==> src/rtl/blifo_pkg.sv <==
// Shared constants and types for the bounded LIFO stack.
package blifo_pkg;

    localparam int DEPTH  = 64;
    localparam int ADDR_W = $clog2(DEPTH);
    localparam int CNT_W  = 7;
    localparam int DATA_W = 32;
    localparam int CMD_W  = 2;
    localparam int STAT_W = 2;
    localparam int OUT_TDATA_W = 48;

    localparam logic [CNT_W-1:0] DEPTH_C   = CNT_W'(DEPTH);
    localparam logic [CNT_W-1:0] CAP_RESET = CNT_W'(64);

    typedef enum logic [CMD_W-1:0] {
        CMD_PUSH = 2'd0,
        CMD_POP  = 2'd1,
        CMD_PEEK = 2'd2,
        CMD_DUMP = 2'd3
    } t_cmd;

    typedef enum logic [STAT_W-1:0] {
        ST_OK    = 2'd0,
        ST_OVER  = 2'd1,
        ST_UNDER = 2'd2
    } t_status;

endpackage

==> src/rtl/bounded_lifo_stack.sv <==
// Bounded LIFO stack of 32-bit words held in a single synchronous memory.
// Push: result registered when accepted, one push per cycle unless stalled.
// Pop and peek: result passes the read-data register, then the output register.
// Dump of N entries: N results, one per cycle unless the output stalls.
// The single read port of the entry memory sets the dump rate.
// Reset clears the count and sets capacity to 64; memory contents are not cleared.
module bounded_lifo_stack (
    input  logic                               i_clk,
    input  logic                               i_rst_n,
    input  logic                               i_cfg_valid,
    output logic                               o_cfg_ready,
    input  logic [blifo_pkg::CNT_W-1:0]        i_cfg_data,
    input  logic                               s_axis_tvalid,
    output logic                               s_axis_tready,
    // Fields from bit 0: push_value.
    input  logic [blifo_pkg::DATA_W-1:0]       s_axis_tdata,
    // Fields from bit 0: cmd.
    input  logic [blifo_pkg::CMD_W-1:0]        s_axis_tuser,
    output logic                               m_axis_tvalid,
    input  logic                               m_axis_tready,
    // Fields from bit 0: data_value, is_empty, is_full, fill_count, zero padding.
    output logic [blifo_pkg::OUT_TDATA_W-1:0]  m_axis_tdata,
    // Fields from bit 0: status.
    output logic [blifo_pkg::STAT_W-1:0]       m_axis_tuser,
    output logic                               m_axis_tlast
);
    import blifo_pkg::*;

    typedef enum logic [1:0] {
        S_IDLE,
        S_READ,
        S_DUMP
    } t_state;

    logic [DATA_W-1:0] mem [DEPTH];
    logic [DATA_W-1:0] r_rd_data;

    t_state            r_state,      n_state;
    logic [CNT_W-1:0]  r_count,      n_count;
    logic [CNT_W-1:0]  r_idx,        n_idx;
    logic [CNT_W-1:0]  r_cap;
    logic              r_out_valid,  n_out_valid;
    t_status           r_out_status, n_out_status;
    logic [DATA_W-1:0] r_out_data,   n_out_data;
    logic              r_out_last,   n_out_last;
    logic              r_out_empty,  n_out_empty;
    logic              r_out_full,   n_out_full;
    logic [CNT_W-1:0]  r_out_count,  n_out_count;

    logic [CNT_W-1:0]  eff_cap;
    logic [CNT_W-1:0]  cnt_p1;
    logic [CNT_W-1:0]  cnt_m1;
    logic [CNT_W-1:0]  idx_p1;
    logic              out_free;
    logic              in_acc;
    logic              load;
    t_status           ld_status;
    logic [DATA_W-1:0] ld_data;
    logic              ld_last;
    logic              wr_en;
    logic              rd_en;
    logic [ADDR_W-1:0] rd_addr;
    t_cmd              cmd;

    assign o_cfg_ready   = 1'b1;
    assign out_free      = !r_out_valid || m_axis_tready;
    assign s_axis_tready = (r_state == S_IDLE) && out_free;
    assign in_acc        = s_axis_tvalid && s_axis_tready;
    assign cmd           = t_cmd'(s_axis_tuser);
    assign cnt_p1        = r_count + CNT_W'(1);
    assign cnt_m1        = r_count - CNT_W'(1);
    assign idx_p1        = r_idx + CNT_W'(1);

    always_comb begin
        if (r_cap > DEPTH_C) begin
            eff_cap = DEPTH_C;
        end else if (r_cap == '0) begin
            eff_cap = CNT_W'(1);
        end else begin
            eff_cap = r_cap;
        end
    end

    always_comb begin
        n_state   = r_state;
        n_count   = r_count;
        n_idx     = r_idx;
        load      = 1'b0;
        ld_status = ST_OK;
        ld_data   = '0;
        ld_last   = 1'b1;
        wr_en     = 1'b0;
        rd_en     = 1'b0;
        rd_addr   = '0;

        case (r_state)
            S_IDLE: begin
                if (in_acc) begin
                    case (cmd)
                        CMD_PUSH: begin
                            load = 1'b1;
                            if (r_count >= eff_cap || r_count >= DEPTH_C) begin
                                ld_status = ST_OVER;
                            end else begin
                                wr_en   = 1'b1;
                                n_count = cnt_p1;
                            end
                        end
                        CMD_POP, CMD_PEEK: begin
                            if (r_count == '0 || r_count > DEPTH_C) begin
                                load      = 1'b1;
                                ld_status = ST_UNDER;
                            end else begin
                                rd_en   = 1'b1;
                                rd_addr = cnt_m1[ADDR_W-1:0];
                                n_state = S_READ;
                                if (cmd == CMD_POP) begin
                                    n_count = cnt_m1;
                                end
                            end
                        end
                        CMD_DUMP: begin
                            if (r_count == '0 || r_count > DEPTH_C) begin
                                load      = 1'b1;
                                ld_status = ST_UNDER;
                            end else begin
                                rd_en   = 1'b1;
                                n_idx   = '0;
                                n_state = S_DUMP;
                            end
                        end
                        default: begin
                            load      = 1'b1;
                            ld_status = ST_UNDER;
                        end
                    endcase
                end
            end
            S_READ: begin
                if (out_free) begin
                    load    = 1'b1;
                    ld_data = r_rd_data;
                    n_state = S_IDLE;
                end
            end
            S_DUMP: begin
                if (out_free) begin
                    load    = 1'b1;
                    ld_data = r_rd_data;
                    ld_last = (idx_p1 == r_count);
                    if (idx_p1 == r_count) begin
                        n_state = S_IDLE;
                    end else begin
                        n_idx   = idx_p1;
                        rd_en   = 1'b1;
                        rd_addr = idx_p1[ADDR_W-1:0];
                    end
                end
            end
            default: begin
                n_state = S_IDLE;
            end
        endcase
    end

    always_comb begin
        n_out_status = r_out_status;
        n_out_data   = r_out_data;
        n_out_last   = r_out_last;
        n_out_empty  = r_out_empty;
        n_out_full   = r_out_full;
        n_out_count  = r_out_count;
        if (load) begin
            n_out_valid  = 1'b1;
            n_out_status = ld_status;
            n_out_data   = ld_data;
            n_out_last   = ld_last;
            n_out_empty  = (n_count == '0);
            n_out_full   = (n_count >= eff_cap);
            n_out_count  = n_count;
        end else if (m_axis_tready) begin
            n_out_valid = 1'b0;
        end else begin
            n_out_valid = r_out_valid;
        end
    end

    always_ff @(posedge i_clk) begin
        if (wr_en) begin
            mem[r_count[ADDR_W-1:0]] <= s_axis_tdata;
        end
        if (rd_en) begin
            r_rd_data <= mem[rd_addr];
        end
    end

    always_ff @(posedge i_clk) begin
        if (!i_rst_n) begin
            r_state     <= S_IDLE;
            r_count     <= '0;
            r_idx       <= '0;
            r_cap       <= CAP_RESET;
            r_out_valid <= 1'b0;
        end else begin
            r_state     <= n_state;
            r_count     <= n_count;
            r_idx       <= n_idx;
            r_out_valid <= n_out_valid;
            if (i_cfg_valid && o_cfg_ready) begin
                r_cap <= i_cfg_data;
            end
        end
        r_out_status <= n_out_status;
        r_out_data   <= n_out_data;
        r_out_last   <= n_out_last;
        r_out_empty  <= n_out_empty;
        r_out_full   <= n_out_full;
        r_out_count  <= n_out_count;
    end

    assign m_axis_tvalid = r_out_valid;
    assign m_axis_tuser  = r_out_status;
    assign m_axis_tlast  = r_out_last;
    assign m_axis_tdata  = {{(OUT_TDATA_W - DATA_W - CNT_W - 2){1'b0}},
                            r_out_count, r_out_full, r_out_empty, r_out_data};

endmodule
==> config.mk <==
export PLATFORM = sky130hd
export DESIGN_NAME = bounded_lifo_stack
export DESIGN_NICKNAME = d
export VERILOG_FILES = /design/src/rtl/blifo_pkg.sv /design/src/rtl/bounded_lifo_stack.sv
export SDC_FILE = /design/constraint.sdc
export NUM_CORES = 2
export LEC_CHECK = 0
export BUFFER_PORTS_ARGS = -buffer_cell sky130_fd_sc_hd__buf_2
export CORE_MARGIN = 3
export CORE_UTILIZATION = 57
export DETAILED_ROUTE_END_ITERATION = 16
export GPL_ROUTABILITY_DRIVEN = 0
export PLACE_DENSITY = 0.76
export REMOVE_ABC_BUFFERS = 1
export SYNTH_ARGS = -nofsm -noshare
export SYNTH_HDL_FRONTEND = slang
export SYNTH_SLANG_ARGS = --single-unit
==> constraint.sdc <==
create_clock -name i_clk -period 5.55 [get_ports i_clk]
set_clock_uncertainty 0.2 [all_clocks]
set_input_delay 0.2775 -clock i_clk [delete_from_list [all_inputs] [get_ports i_clk]]
set_output_delay 0.2775 -clock i_clk [all_outputs]
set_load 0.03 [all_outputs]
==> results_dict.tcl <==
set metrics [dict create \
    crit_type "reg -> reg" \
    timing.rr.end "r_rd_data[14]" \
    powerDensity_mw_per_mm2 358.8 \
    finalWirelength_mm 244.1 \
    clock_latency_ns 0.83 \
    cts-root-buf "clkbuf_16" \
    reg2reg_depth 14 \
    synthFlopType "edfxtp_1" \
    dr.pass1.iters 6 \
    cts_max_path_buffers 3 \
    synth.top_cell.area_share_pct 75.00 \
    area_delta_synth_final_pct 12.45 \
    max_stage_delay_ns 0.67 \
    dp_hpwl_mm 128.8 \
    period_share_pct 91.30 \
    synth_edf_count 2124 \
    antenna_found_initial 6 \
    fmax_mhz 197.3 \
    nFillCells 9836 \
    grt_pass1_vias 52600 \
    fin_util_pct 64.61 \
    end_kind "flop" \
    remaining_drc_errors 0 \
    crit_top_cell "buf_4" \
    netlist_area_mm2 0.08504 \
    relSlewSlack_pct 14.05 \
    wl_per_cell_um 29.93 \
    finalSetupViolations 0 \
    dr.first_iter.drc_count 8750 \
    required_ns 5.94 \
    htreeDepth 4 \
    vias 55260 \
    grt_overflow 0 \
    syn_area_per_cell_um2 14.36 \
    cts_tree "built" \
    reg2reg_from "r_idx[0]" \
    clkSlewWorstSetupHoldPaths_ns 0.06 \
    arrival_ns 5.46 \
    yosys-top-cells-area "edfxtp_1 75%, nand2_1 5.1%, a21oi_1 4.3%" \
    hold_path.class "in -> reg" \
    whs_ns 0.03933 \
    worst_pin_slew_ns 1.289 \
    irDropWorstVdd_mv 0.3324 \
    slew_viol_final 0 \
    io_pins 100 \
    outcome "finished clean" \
    cap_violations 0 \
    grt_max_degree 105 \
    synthArstFlopShare_pct 0 \
    drive_gt1_share_pct 10.99 \
    die_height_um 392.3 \
    syn_inst 5922 \
    hold_viol_final 0 \
    worstSetupStartpointType "flop" \
    synth-seq-cells 2148 \
    ys_seq_area_share_pct 75.57 \
    nets 6126 \
    hold_start "s_axis_tdata[17]" \
    ant_nets 0 \
    synth-warning-count 0 \
    r2r_slack_ns 0.48 \
    grt_pass1_wl_mm 352.8 \
    rsz0062_at_grt "false" \
    port_buffers 91 \
    start_util_pct 57.45 \
    fp-row-count 141 \
    synth_cell_types 81 \
    cp_slowest_cell "nand2b_2" \
    min_to "mem[26][17]" \
    die_area_mm2 0.1539 \
    die_x_um 392.3 \
    numCtsBuffers 202 \
    viasPerCell 6.775 \
    seqCellArea_mm2 0.06426 \
    synth_area_leader_cell "edfxtp_1" \
    min_period_ns 5.067 \
    hold_depth 1 \
    finalPower_mw 34.31 \
    core_area_mm2 0.1480 \
    leakagePower_nw 33.02 \
    multi_input_area_mm2 0.01939 \
    grt_usage_pct 31.53 \
    crit_fanout 14 \
    path_cells "buf_4 > ha_1 > nand3_4 > and3_4 > or4_4 > a41oi_4 > inv_4 > o22ai_4 > nand2b_2 > a21oi_1 > a2111oi_0 > a211oi_1 > buf_4 > a21o_1" \
    cts_sinks 2148 \
]
repair_timing:
item,in CTS,in global routing
endpoints found under the hold margin,261,0
resized for setup,0,0
hold buffers,37,0
buffers inserted,0,0
state kept, by name, summed over array words and instances, names as in the netlist:
name / cells
mem: 2048
r_out_data: 32
r_rd_data: 32
r_cap: 7
r_count: 7
r_idx: 7
r_out_count: 7
m_axis_tuser: 2
r_state: 2
m_axis_tlast: 1
m_axis_tvalid: 1
r_out_empty: 1
r_out_full: 1
layer usage:
| layer | share of wire [%] | routed length (µm) | track usage [%] |
|---|---|---|---|
| met3 | 14 | 34190 | 7.855 |
| met4 | 5.2 | 12780 | 15.01 |
| met2 | 45 | 110100 | 47.25 |
| met5 | 0.0053 | 13 | 0 |
| met1 | 36 | 87030 | 43.75 |
report_power, final:
group	switching (mW)	internal, mW
Clock	5.91	7.24
Sequential	0.0504	18.0
Combinational	2.23	0.862
cell families (layout without fill, tap and decap cells):
family	after synthesis	in the layout	synth area share (%)
buffers and inverters	441	736	2.357
adder cells (fa/ha/maj)	26	26	0.3825
flip-flops	2148	2148	75.57
XOR/XNOR	18	18	0.1942
multiplexers	206	206	2.426
other	2	11	0.008831
AO/OA/AOI/OAI	1457	1457	10.83
AND/OR/NAND/NOR	1624	1624	8.235
cell usage after synthesis (all sizes together) (4+ instances only):
master,count
or2,5
nand3,49
a221oi,75
inv,18
xnor2,11
mux2i,205
buf,244
o21ai,56
a22oi,215
a21o,23
ha,26
dfxtp,24
o211ai,11
o221ai,37
nand2b,14
edfxtp,2124
nand2,1151
xor2,7
a31oi,67
nor4,94
a32oi,9
a41oi,4
nor2b,7
a21oi,727
and3,132
a311oi,30
a21boi,7
nor2,111
nor3,36
and2,8
o22ai,47
or3,7
a2111oi,10
clkbuf,178
a211oi,105
o211a,17
worst max-delay path: cells and delay by family, from the launching register on:
kind            cells  cell delay (ns)
flops               1             0.31
fa+ha+maj           1             0.39
simple gates        4             1.59
compound gates      6             1.80
buf+inv             3             0.52
final cells by class:
cell class              instances  share of cell area (%)
flip-flops and latches       2148                   67.20
multi-input cells            3339                   20.28
clock buffers                 250                   5.497
repair buffers                344                   3.370
well taps                    1930                   2.525
clock inverters               123                   1.043
inverters                      19                 0.07720
diodes                          3                0.007851
worst max-delay path by stage:
| stage | startpoint | slack [ns] | to | depth (start not counted) |
|---|---|---|---|---|
| 2_1_floorplan | r_idx[0] | -16.80 | r_rd_data[29] | 11 |
| 3_3_place_gp | r_idx[0] | 0.73 | r_rd_data[5] | 14 |
| 3_5_place_dp | r_idx[0] | 0.58 | r_rd_data[14] | 14 |
| 4_1_cts | r_idx[0] | 0.57 | r_rd_data[5] | 14 |
| 5_1_grt | r_idx[0] | 0.17 | r_rd_data[25] | 14 |
| 6_report | r_idx[0] | 0.48 | r_rd_data[14] | 14 |
stage by stage:
stage	setup slack, ns	instances	TNS [ns]	area (µm²)
global route	0.1677	8153	0	95620
detailed placement	0.5812	7743	0	89000
CTS	0.5747	8153	0	95620
floorplan	-16.80	5506	-523.11	83130
finish	0.4827	8156	0	95630
global placement	0.7281	7743	0	89000
layout by cell type (no fill, tap or decap), types with 47 or more instances in the layout:
cell	instances
edfxtp_1	2124
nand2_1	1146
a21oi_1	724
a22oi_1	215
mux2i_1	205
clkbuf_16	203
buf_4	154
and3_1	131
a211oi_1	104
nor4_1	91
buf_2	91
a221oi_1	75
nor2_4	68
a31oi_1	67
buf_12	62
clkinv_1	60
o21ai_0	54
clkbuf_1	47
Note: power is estimated with default switching activity, not from simulation.
